**src/design/bpfm_pkg.sv**
```systemverilog
// ----------------------------------------------------------------------------
// bpfm_pkg
// Shared types and constants of the buffer pool frame manager.
// ----------------------------------------------------------------------------
package bpfm_pkg;

  localparam int NUM_FRAMES = 8;
  localparam int PAGE_BITS  = 16;
  localparam int PIN_BITS   = 8;
  localparam int FR_BITS    = $clog2(NUM_FRAMES);
  localparam int CNT_BITS   = $clog2(NUM_FRAMES + 1);

  typedef logic [PAGE_BITS-1:0] page_t;
  typedef logic [PIN_BITS-1:0]  pin_t;
  typedef logic [FR_BITS-1:0]   frame_t;

  typedef enum logic [2:0] {
    OP_PIN   = 3'd0,
    OP_UNPIN = 3'd1,
    OP_DIRTY = 3'd2,
    OP_FORCE = 3'd3,
    OP_FLUSH = 3'd4
  } opcode_t;

  typedef enum logic [2:0] {
    ST_OK       = 3'd0,
    ST_NOTFOUND = 3'd1,
    ST_PINZERO  = 3'd2,
    ST_ALLPIN   = 3'd3,
    ST_OVERFLOW = 3'd4
  } status_t;

  typedef enum logic [0:0] {
    REG_POLICY = 1'd0,
    REG_FRAMES = 1'd1
  } reg_idx_t;

  typedef enum logic [2:0] {
    S_IDLE,
    S_LOOK,
    S_PIN,
    S_FLUSH,
    S_OUT
  } state_t;

  // Command from the controller to every frame cell.
  typedef struct packed {
    logic   wr;
    frame_t idx;
    logic   set_valid;
    logic   set_page;
    page_t  page;
    logic   set_dirty;
    logic   dirty;
    logic   set_pins;
    pin_t   pins;
  } cell_cmd_t;

  // Status a frame cell reports back.
  typedef struct packed {
    logic  valid;
    logic  dirty;
    page_t page;
    pin_t  pins;
  } cell_stat_t;

  // Queue shift command.
  typedef struct packed {
    logic   move;
    frame_t frame;
  } q_cmd_t;

endpackage

```
**src/design/buffer_pool_frame_manager.sv**
```systemverilog
// ----------------------------------------------------------------------------
// buffer_pool_frame_manager
// Frame table of a page buffer pool with FIFO or LRU replacement.
// A non-flush request passes through the lookup and pin states before its result
// is shown; a flush scans one frame per cycle, pausing to show a result for each
// frame it writes back, plus output stalls.
// Throughput: one item at a time; a new request waits for the last result.
// Reset: synchronous, clears all frames, counters and restores queue order.
// ----------------------------------------------------------------------------
module buffer_pool_frame_manager (
  input  logic        clk,
  input  logic        rst_n,
  input  logic        in_valid,
  output logic        in_ready,
  input  logic [2:0]  in_opcode,
  input  logic [15:0] in_page_num,
  output logic        out_valid,
  input  logic        out_ready,
  output logic [2:0]  out_status,
  output logic [2:0]  out_frame_index,
  output logic        out_read_request,
  output logic [15:0] out_read_page,
  output logic        out_write_request,
  output logic [15:0] out_write_page,
  output logic        out_last_result,
  output logic [31:0] out_read_io_count,
  output logic [31:0] out_write_io_count,
  input  logic        cfg_we,
  input  logic [3:0]  cfg_index,
  input  logic [3:0]  cfg_data
);
  import bpfm_pkg::*;

  state_t state_r, state_nxt;
  logic   policy_r;
  logic [3:0] fiu_r;
  logic [2:0] op_r;
  page_t  page_r;
  logic [31:0] rd_cnt_r, wr_cnt_r, rd_cnt_nxt, wr_cnt_nxt;
  frame_t scan_r, scan_nxt;
  logic   any_r, any_nxt;

  // output register
  logic [2:0] o_st_r, o_st_nxt;
  frame_t o_fr_r, o_fr_nxt;
  logic o_rd_r, o_rd_nxt, o_wr_r, o_wr_nxt, o_last_r, o_last_nxt;
  page_t o_rp_r, o_rp_nxt, o_wp_r, o_wp_nxt;

  // lookup results registered
  logic   hit_r;
  frame_t hit_idx_r;
  logic   empty_r;
  frame_t empty_idx_r;
  logic   vic_r;
  frame_t vic_idx_r;

  cell_cmd_t  ccmd;
  cell_stat_t cstat [NUM_FRAMES];
  q_cmd_t     qcmd;
  frame_t     qval  [NUM_FRAMES];
  logic       qhit  [NUM_FRAMES];

  logic [CNT_BITS-1:0] n_act;
  always_comb begin
    if (fiu_r == 4'd0) n_act = CNT_BITS'(1);
    else if ({1'b0, fiu_r} > 5'(NUM_FRAMES)) n_act = CNT_BITS'(NUM_FRAMES);
    else n_act = CNT_BITS'(fiu_r);
  end

  genvar g;
  generate
    for (g = 0; g < NUM_FRAMES; g++) begin : g_cell
      bpfm_frame_cell u_fc (
        .clk(clk), .rst_n(rst_n), .my_idx(frame_t'(g)), .cmd(ccmd), .stat(cstat[g])
      );
      bpfm_queue_cell u_qc (
        .clk(clk), .rst_n(rst_n), .rst_val(frame_t'(g)), .cmd(qcmd),
        .is_tail(g == NUM_FRAMES - 1),
        .hit_left((g == 0) ? 1'b0 : qhit[(g == 0) ? 0 : g - 1]),
        .right_val(qval[(g == NUM_FRAMES - 1) ? g : g + 1]),
        .val(qval[g]), .hit_out(qhit[g])
      );
    end
  endgenerate

  // combinational searches over the eight cells
  logic   hit_c, empty_c, vic_c;
  frame_t hit_c_idx, empty_c_idx, vic_c_idx;
  always_comb begin
    hit_c = 1'b0; hit_c_idx = '0;
    empty_c = 1'b0; empty_c_idx = '0;
    vic_c = 1'b0; vic_c_idx = '0;
    for (int i = NUM_FRAMES - 1; i >= 0; i--) begin
      if (CNT_BITS'(i) < n_act) begin
        if (cstat[i].valid && cstat[i].page == page_r) begin
          hit_c = 1'b1; hit_c_idx = frame_t'(i);
        end
        if (!cstat[i].valid) begin
          empty_c = 1'b1; empty_c_idx = frame_t'(i);
        end
      end
    end
    for (int p = NUM_FRAMES - 1; p >= 0; p--) begin
      if ({1'b0, qval[p]} < n_act && cstat[qval[p]].pins == '0) begin
        vic_c = 1'b1; vic_c_idx = qval[p];
      end
    end
  end

  always_ff @(posedge clk) begin
    if (state_r == S_LOOK) begin
      hit_r <= hit_c; hit_idx_r <= hit_c_idx;
      empty_r <= empty_c; empty_idx_r <= empty_c_idx;
      vic_r <= vic_c; vic_idx_r <= vic_c_idx;
    end
  end

  cell_stat_t hs, vs, fs;
  logic flush_hit;
  assign hs = cstat[hit_idx_r];
  assign vs = cstat[vic_idx_r];
  assign fs = cstat[scan_r];
  assign flush_hit = ({1'b0, scan_r} < n_act) && fs.valid && fs.dirty && fs.pins == '0;

  assign in_ready  = (state_r == S_IDLE);
  assign out_valid = (state_r == S_OUT);

  always_comb begin
    state_nxt = state_r;
    ccmd = '0;
    qcmd = '0;
    rd_cnt_nxt = rd_cnt_r;
    wr_cnt_nxt = wr_cnt_r;
    scan_nxt = scan_r;
    any_nxt = any_r;
    o_st_nxt = o_st_r; o_fr_nxt = o_fr_r; o_rd_nxt = o_rd_r; o_rp_nxt = o_rp_r;
    o_wr_nxt = o_wr_r; o_wp_nxt = o_wp_r; o_last_nxt = o_last_r;
    unique case (state_r)
      S_IDLE: begin
        if (in_valid) begin
          scan_nxt = '0;
          any_nxt = 1'b0;
          state_nxt = (in_opcode == OP_FLUSH) ? S_FLUSH : S_LOOK;
        end
      end
      S_LOOK: begin
        state_nxt = S_PIN;
      end
      S_PIN: begin
        o_st_nxt = ST_OK; o_fr_nxt = '0; o_rd_nxt = 1'b0; o_rp_nxt = '0;
        o_wr_nxt = 1'b0; o_wp_nxt = '0; o_last_nxt = 1'b1;
        state_nxt = S_OUT;
        ccmd.idx = hit_idx_r;
        priority case (op_r)
          OP_PIN: begin
            if (hit_r) begin
              o_fr_nxt = hit_idx_r;
              if (hs.pins == {PIN_BITS{1'b1}}) begin
                o_st_nxt = ST_OVERFLOW;
              end else begin
                ccmd.wr = 1'b1; ccmd.set_pins = 1'b1; ccmd.pins = hs.pins + 1'b1;
                qcmd.move = policy_r; qcmd.frame = hit_idx_r;
              end
            end else if (empty_r) begin
              o_fr_nxt = empty_idx_r; o_rd_nxt = 1'b1; o_rp_nxt = page_r;
              ccmd.wr = 1'b1; ccmd.idx = empty_idx_r;
              ccmd.set_valid = 1'b1; ccmd.set_page = 1'b1; ccmd.page = page_r;
              ccmd.set_dirty = 1'b1; ccmd.dirty = 1'b0;
              ccmd.set_pins = 1'b1; ccmd.pins = pin_t'(1);
              rd_cnt_nxt = rd_cnt_r + 32'd1;
            end else if (vic_r) begin
              o_fr_nxt = vic_idx_r; o_rd_nxt = 1'b1; o_rp_nxt = page_r;
              if (vs.dirty) begin
                o_wr_nxt = 1'b1; o_wp_nxt = vs.page;
                wr_cnt_nxt = wr_cnt_r + 32'd1;
              end
              ccmd.wr = 1'b1; ccmd.idx = vic_idx_r;
              ccmd.set_valid = 1'b1; ccmd.set_page = 1'b1; ccmd.page = page_r;
              ccmd.set_dirty = 1'b1; ccmd.dirty = 1'b0;
              ccmd.set_pins = 1'b1; ccmd.pins = pin_t'(1);
              rd_cnt_nxt = rd_cnt_r + 32'd1;
              qcmd.move = 1'b1; qcmd.frame = vic_idx_r;
            end else begin
              o_st_nxt = ST_ALLPIN;
            end
          end
          OP_UNPIN: begin
            if (!hit_r) o_st_nxt = ST_NOTFOUND;
            else begin
              o_fr_nxt = hit_idx_r;
              if (hs.pins == '0) o_st_nxt = ST_PINZERO;
              else begin
                ccmd.wr = 1'b1; ccmd.set_pins = 1'b1; ccmd.pins = hs.pins - 1'b1;
              end
            end
          end
          OP_DIRTY: begin
            if (!hit_r) o_st_nxt = ST_NOTFOUND;
            else begin
              o_fr_nxt = hit_idx_r;
              ccmd.wr = 1'b1; ccmd.set_dirty = 1'b1; ccmd.dirty = 1'b1;
            end
          end
          OP_FORCE: begin
            if (!hit_r) o_st_nxt = ST_NOTFOUND;
            else begin
              o_fr_nxt = hit_idx_r; o_wr_nxt = 1'b1; o_wp_nxt = hs.page;
              wr_cnt_nxt = wr_cnt_r + 32'd1;
              ccmd.wr = 1'b1; ccmd.set_dirty = 1'b1; ccmd.dirty = 1'b0;
            end
          end
          default: ;
        endcase
      end
      S_FLUSH: begin
        // one frame per cycle, paused while a result is shown; emits on a dirty unpinned frame
        o_st_nxt = ST_OK; o_rd_nxt = 1'b0; o_rp_nxt = '0;
        if (flush_hit) begin
          o_fr_nxt = scan_r; o_wr_nxt = 1'b1; o_wp_nxt = fs.page;
          wr_cnt_nxt = wr_cnt_r + 32'd1;
          ccmd.wr = 1'b1; ccmd.idx = scan_r; ccmd.set_dirty = 1'b1; ccmd.dirty = 1'b0;
          any_nxt = 1'b1;
          o_last_nxt = ({1'b0, scan_r} + 1'b1 >= {1'b0, n_act});
          scan_nxt = scan_r + 1'b1;
          state_nxt = S_OUT;
        end else if ({1'b0, scan_r} + 1'b1 >= {1'b0, n_act}) begin
          o_fr_nxt = '0; o_wr_nxt = 1'b0; o_wp_nxt = '0; o_last_nxt = 1'b1;
          if (any_r) begin
            // previous result was not flagged last; emit nothing more
            state_nxt = S_IDLE;
          end else begin
            state_nxt = S_OUT;
          end
        end else begin
          scan_nxt = scan_r + 1'b1;
        end
      end
      S_OUT: begin
        if (out_ready) begin
          if (o_last_r) state_nxt = S_IDLE;
          else state_nxt = S_FLUSH;
        end
      end
      default: state_nxt = S_IDLE;
    endcase
  end

  // A flush can only end on a result when the last frame is known in advance,
  // so look ahead: the result is last if no later frame qualifies.
  logic later_hit;
  always_comb begin
    later_hit = 1'b0;
    for (int i = 0; i < NUM_FRAMES; i++) begin
      if (frame_t'(i) > scan_r && CNT_BITS'(i) < n_act &&
          cstat[i].valid && cstat[i].dirty && cstat[i].pins == '0)
        later_hit = 1'b1;
    end
  end

  always_ff @(posedge clk) begin
    if (!rst_n) begin
      state_r  <= S_IDLE;
      policy_r <= 1'b0;
      fiu_r    <= 4'd8;
      rd_cnt_r <= '0;
      wr_cnt_r <= '0;
      scan_r   <= '0;
      any_r    <= 1'b0;
      o_last_r <= 1'b0;
    end else begin
      state_r  <= state_nxt;
      rd_cnt_r <= rd_cnt_nxt;
      wr_cnt_r <= wr_cnt_nxt;
      scan_r   <= scan_nxt;
      any_r    <= any_nxt;
      if (state_r == S_FLUSH && flush_hit) o_last_r <= !later_hit;
      else o_last_r <= o_last_nxt;
      if (cfg_we) begin
        if (cfg_index == 4'(REG_POLICY)) policy_r <= cfg_data[0];
        else if (cfg_index == 4'(REG_FRAMES)) fiu_r <= cfg_data;
      end
    end
  end

  always_ff @(posedge clk) begin
    if (in_valid && in_ready) begin
      op_r   <= in_opcode;
      page_r <= in_page_num;
    end
    o_st_r <= o_st_nxt; o_fr_r <= o_fr_nxt; o_rd_r <= o_rd_nxt; o_rp_r <= o_rp_nxt;
    o_wr_r <= o_wr_nxt; o_wp_r <= o_wp_nxt;
  end

  assign out_status         = o_st_r;
  assign out_frame_index    = o_fr_r;
  assign out_read_request   = o_rd_r;
  assign out_read_page      = o_rp_r;
  assign out_write_request  = o_wr_r;
  assign out_write_page     = o_wp_r;
  assign out_last_result    = o_last_r;
  assign out_read_io_count  = rd_cnt_r;
  assign out_write_io_count = wr_cnt_r;
endmodule

```
**src/design/bpfm_frame_cell.sv**
```systemverilog
// ----------------------------------------------------------------------------
// bpfm_frame_cell
// One frame entry: page, valid, dirty and pin count.
// ----------------------------------------------------------------------------
module bpfm_frame_cell (
  input  logic                  clk,
  input  logic                  rst_n,
  input  bpfm_pkg::frame_t      my_idx,
  input  bpfm_pkg::cell_cmd_t   cmd,
  output bpfm_pkg::cell_stat_t  stat
);
  import bpfm_pkg::*;

  logic  valid_r, dirty_r;
  page_t page_r;
  pin_t  pins_r;
  logic  sel;

  assign sel = cmd.wr && (cmd.idx == my_idx);

  always_ff @(posedge clk) begin
    if (!rst_n) begin
      valid_r <= 1'b0;
      dirty_r <= 1'b0;
      page_r  <= '0;
      pins_r  <= '0;
    end else if (sel) begin
      if (cmd.set_valid) valid_r <= 1'b1;
      if (cmd.set_page)  page_r  <= cmd.page;
      if (cmd.set_dirty) dirty_r <= cmd.dirty;
      if (cmd.set_pins)  pins_r  <= cmd.pins;
    end
  end

  assign stat = '{valid: valid_r, dirty: dirty_r, page: page_r, pins: pins_r};
endmodule

```
**src/design/bpfm_queue_cell.sv**
```systemverilog
// ----------------------------------------------------------------------------
// bpfm_queue_cell
// One slot of the replacement order queue. On a move, slots at and after
// the moved frame take their right neighbor; the tail takes the frame.
// ----------------------------------------------------------------------------
module bpfm_queue_cell (
  input  logic              clk,
  input  logic              rst_n,
  input  bpfm_pkg::frame_t  rst_val,
  input  bpfm_pkg::q_cmd_t  cmd,
  input  logic              is_tail,
  input  logic              hit_left,
  input  bpfm_pkg::frame_t  right_val,
  output bpfm_pkg::frame_t  val,
  output logic              hit_out
);
  import bpfm_pkg::*;

  frame_t val_r;
  logic   shift;

  assign hit_out = hit_left || (val_r == cmd.frame);
  assign shift   = cmd.move && hit_out;

  always_ff @(posedge clk) begin
    if (!rst_n) begin
      val_r <= rst_val;
    end else if (shift) begin
      val_r <= is_tail ? cmd.frame : right_val;
    end
  end

  assign val = val_r;
endmodule
```
**config.mk**
```make
export PLATFORM = sky130hd
export DESIGN_NAME = buffer_pool_frame_manager
export DESIGN_NICKNAME = d
export VERILOG_FILES = /design/src/design/bpfm_pkg.sv /design/src/design/buffer_pool_frame_manager.sv /design/src/design/bpfm_frame_cell.sv /design/src/design/bpfm_queue_cell.sv
export SDC_FILE = /design/constraint.sdc
export NUM_CORES = 1
export LEC_CHECK = 0
export BUFFER_PORTS_ARGS = -buffer_cell sky130_fd_sc_hd__buf_2
export CAP_MARGIN = 20
export CORE_UTILIZATION = 30
export DETAILED_ROUTE_END_ITERATION = 10
export GPL_TIMING_DRIVEN = 1
export PLACE_DENSITY = 0.54
export SETUP_SLACK_MARGIN = 0.5
export SLEW_MARGIN = 5
export SYNTH_ARGS = -nofsm -noshare
export SYNTH_HDL_FRONTEND = slang
export SYNTH_SLANG_ARGS = --single-unit
```
**constraint.sdc**
```tcl
create_clock -name clk -period 4.5 [get_ports clk]
set_clock_uncertainty 0.1 [all_clocks]
set_input_delay 0.9 -clock clk [delete_from_list [all_inputs] [get_ports clk]]
set_output_delay 0.9 -clock clk [all_outputs]
set_load 0.01 [all_outputs]
```
==> impl_metrics.tcl, run 1 <==
set metrics [dict create \
    result_of_the_run "finished, violations left" \
    failed_checks "DRC" \
    drt_iter0_drc 1480 \
    ctsHoldBuffers 0 \
    dp_cells 3288 \
    die_width_um 275 \
    die_area_um2 75700 \
    detailroute.via_count 18600 \
    synthesis.nets 2339 \
    power_per_cell_area_nw_per_um2 360 \
    max_freq_mhz 254 \
    grt_first_pass_wirelength_um 115000 \
    post_drt_wl_per_cell_um 22.6 \
    end_kind "register" \
    hold_class "reg2reg" \
    critical-path-top-delay-family "multiplexers" \
    ff_latch_area_um2 8320 \
    die_height_um 275 \
    seq_cells_post_synth 380 \
    area_used_by_multi_input_combinational_logic_um2 13400 \
    power.share.combinational 0.200 \
    drv_cap 0 \
    via_per_inst 5.50 \
    port_buffers 138 \
    initial_core_util 0.305 \
    cts.sinks 380 \
    cp_data_arrival_time_ps 4270 \
    share_of_post_route_cells_with_drive_strength_above_1 0.207 \
    dp_hpwl_um 53200 \
    fraction_of_registers_with_async_set_reset 0 \
    startpoint_type "register" \
    setup_viol 0 \
    power.switching_fraction 0.320 \
    int_power_mw 6.34 \
    clk-insertion-delay-late_ps 600 \
    fin_setup_tns_ps 0 \
    core.rowCount 99 \
    yosys_most_used_dff "sky130_fd_sc_hd__dfxtp_1" \
    vdd_ir_drop_max_uv 329 \
    ioPinCount 139 \
    critical_path_type "reg2reg" \
    timing.critical_path.cells "buf_4 -> mux4_2 -> mux2i_2 -> inv_1 -> ha_1 -> and4_1 -> and3_1 -> nor4_2 -> a2111oi_4 -> o31ai_4 -> o31a_1 -> mux2i_1 -> nand2_1" \
    synthesis.area_per_instance_um2 9.83 \
    floorplan.core_area_um2 73300 \
    clock_path_buffers 3 \
    clkSlewWorstSetupHoldPaths_ps 60 \
    filler_cell_count 7390 \
    gp_congestion 0.918 \
    synthesis.area_um2 22400 \
    fin_crit_sh 0.875 \
    cp_slowest_cell "sky130_fd_sc_hd__mux4_2" \
    grt_ovf 0 \
    final_net_count 2454 \
    drcViolationCount 18 \
    worst-path-buf-inv 2 \
    grt_pass1_vias 18100 \
    cts-buffers-inserted 45 \
    postRouteAntennaNets 0 \
    timing.slew.headroom 0.261 \
    period_needed_ps 3940 \
    post_synth_num_cell_types 90 \
    tritoncts "built" \
    finish.cell_count_without_fillers 3384 \
    power_mw 9.32 \
    number_of_synthesis_warnings 0 \
    hold_violations 0 \
    net-switching-power_mw 2.98 \
    critical_path_peak_fanout 6 \
    number_of_detailed_routing_iterations_run_before_antenna_repair 8 \
    ys_seq_area_frac 0.372 \
    aggregate_global_route_resource_usage 0.199 \
    areaGrowthSynthToFinish_pct 15.7 \
    clockRootBuffer "sky130_fd_sc_hd__clkbuf_16" \
    grt_setup_unrepaired "true" \
    p_leak_nw 9.69 \
    worst_pin_slew_ps 1110 \
    grt_max_degree 122 \
    critical_path_required_ps 4830 \
    synth-edff-count 71 \
    synthesized_instance_count 2275 \
    h_tree_levels 2 \
    wirelength_um 76600 \
    final_core_util 0.353 \
    worst_path_largest_cell_delay_ps 510 \
    timing_max_transition_violations_final 0 \
    grt_antenna_before_repair 3 \
    seq_power_share 0.415 \
    clockPowerShare 0.385 \
]
## kinds of logic after synthesis
group	Yosys count	synth area share
AO/OA/AOI/OAI	314	0.0942
XOR/XNOR	190	0.0744
buffers and inverters	197	0.0381
multiplexers	387	0.238
AND/OR/NAND/NOR	775	0.165
adder cells (fa/ha/maj)	32	0.0179
flip-flops	380	0.372
## per-layer routing
metal  vias to the layer above  global-route usage  part of all wire  wire, um
li1                       8553                   -                 -         -
met1                      9131               0.267              0.43     33000
met2                       772               0.314              0.45     34600
met3                       165              0.0375             0.080      6120
met4                         4              0.0752             0.037      2860
met5                         -                   0           0.00025        19
## timing repair
action	CTS	global route
pin swaps	0	6
setup endpoints to repair	93	167
endpoints found under the hold margin	0	0
resized for setup	10	32
gates cloned	0	0
buffers inserted	4	10
## sequential cells by signal, summed over array words and instances (netlist names), 8 cells and up
name                 cells
out_read_io_count       32
page_r                  16
out_write_io_count      32
out_read_page           16
g_cell.u_fc.page_r     128
g_cell.u_fc.pins_r      64
g_cell.u_fc.dirty_r      8
g_cell.u_fc.valid_r      8
out_write_page          16
g_cell.u_qc.val         24
## synthesized netlist by cell type, types with 5 or more instances
cell type	number	share of area
sky130_fd_sc_hd__dfxtp_1	309	0.28
sky130_fd_sc_hd__nor2_1	278	0.047
sky130_fd_sc_hd__mux2i_1	253	0.11
sky130_fd_sc_hd__nand2_1	162	0.027
sky130_fd_sc_hd__xnor2_1	140	0.055
sky130_fd_sc_hd__clkbuf_1	114	0.019
sky130_fd_sc_hd__mux4_2	114	0.11
sky130_fd_sc_hd__o21ai_0	92	0.021
sky130_fd_sc_hd__nand3_1	77	0.017
sky130_fd_sc_hd__edfxtp_1	71	0.095
sky130_fd_sc_hd__a21oi_1	57	0.013
sky130_fd_sc_hd__xor2_1	50	0.020
sky130_fd_sc_hd__nand4_1	47	0.013
sky130_fd_sc_hd__nor3_1	37	0.0083
sky130_fd_sc_hd__o22ai_1	35	0.0098
sky130_fd_sc_hd__and3_1	34	0.0095
sky130_fd_sc_hd__ha_1	32	0.018
sky130_fd_sc_hd__inv_1	32	0.0054
sky130_fd_sc_hd__nor4_1	23	0.0064
sky130_fd_sc_hd__buf_1	18	0.0030
sky130_fd_sc_hd__mux2_2	18	0.0091
sky130_fd_sc_hd__or3_1	18	0.0050
sky130_fd_sc_hd__nand2b_1	17	0.0048
sky130_fd_sc_hd__a31oi_1	15	0.0042
sky130_fd_sc_hd__buf_2	13	0.0029
sky130_fd_sc_hd__or4_1	13	0.0044
sky130_fd_sc_hd__nor2b_1	12	0.0034
sky130_fd_sc_hd__or2_2	12	0.0034
sky130_fd_sc_hd__a22o_1	11	0.0043
sky130_fd_sc_hd__and2_1	11	0.0031
sky130_fd_sc_hd__buf_6	10	0.0050
sky130_fd_sc_hd__a221oi_1	9	0.0035
sky130_fd_sc_hd__a22oi_1	8	0.0027
sky130_fd_sc_hd__o211ai_1	8	0.0027
sky130_fd_sc_hd__o21a_1	8	0.0027
sky130_fd_sc_hd__o221a_2	7	0.0035
sky130_fd_sc_hd__a211oi_1	6	0.0020
sky130_fd_sc_hd__a21boi_0	6	0.0020
sky130_fd_sc_hd__buf_4	6	0.0020
sky130_fd_sc_hd__o31ai_1	6	0.0020
sky130_fd_sc_hd__and4_1	5	0.0020
## area by class of cell
cell class                      instances  area share
Multi-Input combinational cell       1698       0.517
Tap cell                              959      0.0464
Clock inverter                         12     0.00367
Antenna cell                            1   0.0000967
Inverter                               36     0.00541
Clock buffer                           69      0.0510
Timing Repair Buffer                  229      0.0550
Sequential cell                       380       0.321
## worst min-delay path, cell delays in order (launching register included)
cell,delay [ps]
sky130_fd_sc_hd__dfxtp_1,320
sky130_fd_sc_hd__nand2_1,50
sky130_fd_sc_hd__mux2i_1,50
## final timing paths
check | start | endpoint | slack [ps] | depth (start not counted)
min reg2reg | g_cell[3].u_fc.pins_r[0] | g_cell[3].u_fc.pins_r[0] | 370 | 2
max | hit_idx_r[1] | g_cell[4].u_qc.val[2] | 560 | 13
min | g_cell[3].u_fc.pins_r[0] | g_cell[3].u_fc.pins_r[0] | 370 | 2
max reg2reg | hit_idx_r[1] | g_cell[4].u_qc.val[2] | 560 | 13
## metrics by stage
step	instance area, um^2	worst slack, ps	hold WS (ps)
final	25900	562	373
after global routing	25900	448	356
after CTS	25700	525	346
after detailed placement	24200	216	368
after global placement	24200	318	356
after floorplan	22400	520	339
## placed cells by master (no fill, tap or decap), types with 12 or more instances in the layout
master	instances
sky130_fd_sc_hd__xor2_1	50
sky130_fd_sc_hd__xnor2_1	140
sky130_fd_sc_hd__nand3_1	73
sky130_fd_sc_hd__mux2_2	18
sky130_fd_sc_hd__nor3_1	32
sky130_fd_sc_hd__or3_1	18
sky130_fd_sc_hd__nor2_1	276
sky130_fd_sc_hd__and3_1	33
sky130_fd_sc_hd__dfxtp_1	308
sky130_fd_sc_hd__nand2b_1	17
sky130_fd_sc_hd__mux2i_1	251
sky130_fd_sc_hd__a31oi_1	15
sky130_fd_sc_hd__o22ai_1	35
sky130_fd_sc_hd__mux4_2	114
sky130_fd_sc_hd__buf_4	85
sky130_fd_sc_hd__edfxtp_1	71
sky130_fd_sc_hd__buf_2	137
sky130_fd_sc_hd__inv_1	31
sky130_fd_sc_hd__nand2_1	161
sky130_fd_sc_hd__or2_2	12
sky130_fd_sc_hd__ha_1	32
sky130_fd_sc_hd__o21ai_0	92
sky130_fd_sc_hd__or4_1	13
sky130_fd_sc_hd__nor4_1	22
sky130_fd_sc_hd__clkbuf_16	47
sky130_fd_sc_hd__a21oi_1	56
sky130_fd_sc_hd__clkbuf_1	16
sky130_fd_sc_hd__nand4_1	47
## power by group through the flow
stage	Combinational, mW	Clock (mW)	Sequential [mW]
after floorplan	1.17	0	3.84
after global placement	1.80	0	3.94
after detailed placement	1.82	0	3.94
after CTS	1.84	3.68	3.87
after global routing	1.97	3.80	3.89
final	1.87	3.59	3.87
Note: power is estimated with default switching activity, not from simulation.
==> run 2, diff against run 1 <==
--- a/config.mk
+++ b/config.mk
@@ -10,7 +10,7 @@
 export CORE_UTILIZATION = 30
 export DETAILED_ROUTE_END_ITERATION = 10
 export GPL_TIMING_DRIVEN = 1
-export PLACE_DENSITY = 0.54
+export PLACE_DENSITY = 0.56
 export SETUP_SLACK_MARGIN = 0.5
 export SLEW_MARGIN = 5
 export SYNTH_ARGS = -nofsm -noshare
==> impl_metrics.tcl, run 2 (same netlist as run 1, synthesis figures left out) <==
set metrics [dict create \
    reg2reg_depth 13 \
    initial_core_util 0.305 \
    cp_data_arrival_time_ps 4290 \
    placedInstanceArea_um2 24100 \
    timing.critical_path.cells "buf_4 -> mux4_2 -> mux2i_1 -> inv_1 -> ha_1 -> nand4_1 -> or3_1 -> and2_1 -> xnor2_1 -> a22o_1 -> o41ai_4 -> mux2i_1 -> nand2_1" \
    setup_ws_ps 557 \
    period_needed_ps 3940 \
    share_of_post_route_cells_with_drive_strength_above_1 0.206 \
    areaGrowthSynthToFinish_pct 15.9 \
    drcViolationCount 5 \
    timing_max_transition_violations_final 0 \
    worstReg2RegStart "hit_idx_r[0]" \
    worst_path_largest_cell_delay_ps 500 \
    max_freq_mhz 254 \
    post_drt_wl_per_cell_um 22.6 \
    setup_viol 0 \
    r2r-end "g_cell[5].u_qc.val[0]" \
    final_core_util 0.354 \
    largest_registers "g_cell.u_fc.page_r x128, g_cell.u_fc.pins_r x64" \
    worst_hold_stages 1 \
    ctsHoldBuffers 0 \
    failed_checks "DRC" \
    grt_ovf 0 \
    hold_class "in2reg" \
    cp_slowest_cell "sky130_fd_sc_hd__o41ai_4" \
    grt_antenna_before_repair 0 \
    vdd_ir_drop_max_uv 286 \
    aggregate_global_route_resource_usage 0.198 \
    die_area_um2 75700 \
    p_leak_nw 9.71 \
    grt_max_degree 153 \
    ff2ff_setup_slack_ps 560 \
    floorplan.core_area_um2 73300 \
    core.rowCount 99 \
    wirelength_um 76200 \
    clock_path_buffers 3 \
    gp_congestion 0.932 \
    critical_path_required_ps 4850 \
    h_tree_levels 2 \
    finish.instance_area_um2 25900 \
    grt_first_pass_wirelength_um 114000 \
    result_of_the_run "finished, violations left" \
    layout_commonest_cell "sky130_fd_sc_hd__dfxtp_1" \
    layout.cells.most_common_list "308 x sky130_fd_sc_hd__dfxtp_1, 275 x sky130_fd_sc_hd__nor2_1, 253 x sky130_fd_sc_hd__mux2i_1" \
    hold_violations 0 \
    via_per_inst 5.52 \
    port_buffers 138 \
    grt_pass1_vias 18100 \
    critical_path_peak_fanout 7 \
    pre_cts_ws_ps 349 \
    drv_cap 0 \
    detailroute.via_count 18600 \
    number_of_flip_flops_under_the_largest_register_name 128 \
    postRouteAntennaNets 0 \
    cp-startpoint "hit_idx_r[0]" \
    die_width_um 275 \
    end_kind "register" \
    fin_setup_tns_ps 0 \
    clkSlewWorstSetupHoldPaths_ps 70 \
    critical_path_type "reg2reg" \
    tritoncts "built" \
    clk-insertion-delay-late_ps 610 \
    timing.slew.headroom 0.263 \
    die_height_um 275 \
    drt_iter0_drc 1723 \
    grt_setup_unrepaired "true" \
    clockRootBuffer "sky130_fd_sc_hd__clkbuf_16" \
    startpoint_type "register" \
    cts-buffers-inserted 45 \
    ioPinCount 139 \
    worst_pin_slew_ps 1110 \
    final_net_count 2445 \
    power_per_cell_area_nw_per_um2 368 \
    cts.sinks 380 \
    number_of_detailed_routing_iterations_run_before_antenna_repair 8 \
    path_common_cell "sky130_fd_sc_hd__mux2i_1" \
    crit_path_end "g_cell[5].u_qc.val[0]" \
    fin_worst_hold_slack_ps 365 \
    antenna_cell_count 0 \
    dp_hpwl_um 52700 \
    fin_crit_sh 0.876 \
    largest_register "g_cell.u_fc.page_r" \
]
[run 2: cell count changes in the layout (fill, tap and decap cells not counted), moves of 2 or more]
cell / previous run / this run
sky130_fd_sc_hd__buf_4: 85 / 75
sky130_fd_sc_hd__bufinv_16: 0 / 2
sky130_fd_sc_hd__clkbuf_1: 16 / 6
sky130_fd_sc_hd__clkinv_16: 0 / 3
sky130_fd_sc_hd__clkinv_2: 5 / 10
sky130_fd_sc_hd__clkinv_4: 0 / 3
sky130_fd_sc_hd__mux2i_1: 251 / 253
sky130_fd_sc_hd__mux2i_2: 2 / 0
sky130_fd_sc_hd__nand3_1: 73 / 75
sky130_fd_sc_hd__nor3_2: 4 / 6
[run 2: final cells by class]
cell class | count | area (um^2)
inverters | 36 | 140
clock buffers | 59 | 1290
clock inverters | 24 | 274
fillers | 7430 | 47400
well taps | 959 | 1200
multi-input cells | 1698 | 13300
flip-flops and latches | 380 | 8320
repair buffers | 220 | 1360
[run 2: how the worst min path moves through the flow]
stage,startpoint,end
2_1_floorplan,g_cell[3].u_fc.pins_r[3],g_cell[3].u_fc.pins_r[3]
3_3_place_gp,out_write_io_count[31],out_write_io_count[31]
3_5_place_dp,g_cell[3].u_fc.pins_r[4],g_cell[3].u_fc.pins_r[4]
4_1_cts,in_page_num[6],page_r[6]
5_1_grt,in_page_num[6],page_r[6]
6_report,in_page_num[6],page_r[6]
[run 2: where the power goes]
group | internal, mW | switching [mW] | leakage [nW]
combinational | 0.628 | 1.20 | 5.79
clock | 2.18 | 1.64 | 0.766
sequential | 3.68 | 0.214 | 3.16
total | 6.49 | 3.06 | 9.71
[run 2: metrics by stage]
step           total power [mW]  std cells
2_1_floorplan              5.02       2275
3_3_place_gp               5.75       3282
3_5_place_dp               5.76       3282
4_1_cts                    9.61       3372
5_1_grt                    9.88       3376
6_report                   9.55       3376
[run 2: timing repair]
item / in CTS / in global routing
resized for setup: 0 / 26
endpoints found under the setup margin: 57 / 181
pin swaps: 0 / 3
gates cloned: 0 / 0
setup buffers: 7 / 3
[run 2: routing by layer]
metal | GRT usage | vias to the layer above | routed length, um
met5 | 0 | - | 0
met4 | 0.0672 | 0 | 2080
met3 | 0.0348 | 133 | 5450
met2 | 0.314 | 749 | 34800
met1 | 0.270 | 9220 | 33900
li1 | - | 8518 | -
[run 2: worst max-delay path: cells and delay by family, from the launching register on]
family / cells / cell delay [ps]
muxes: 3 / 640
and+or+nand+nor: 4 / 1000
AOI/OAI and AO/OA: 2 / 850
DFF: 1 / 390
adders and majority gates: 1 / 270
buffers and inverters: 2 / 360
xor gates and xnor gates: 1 / 170
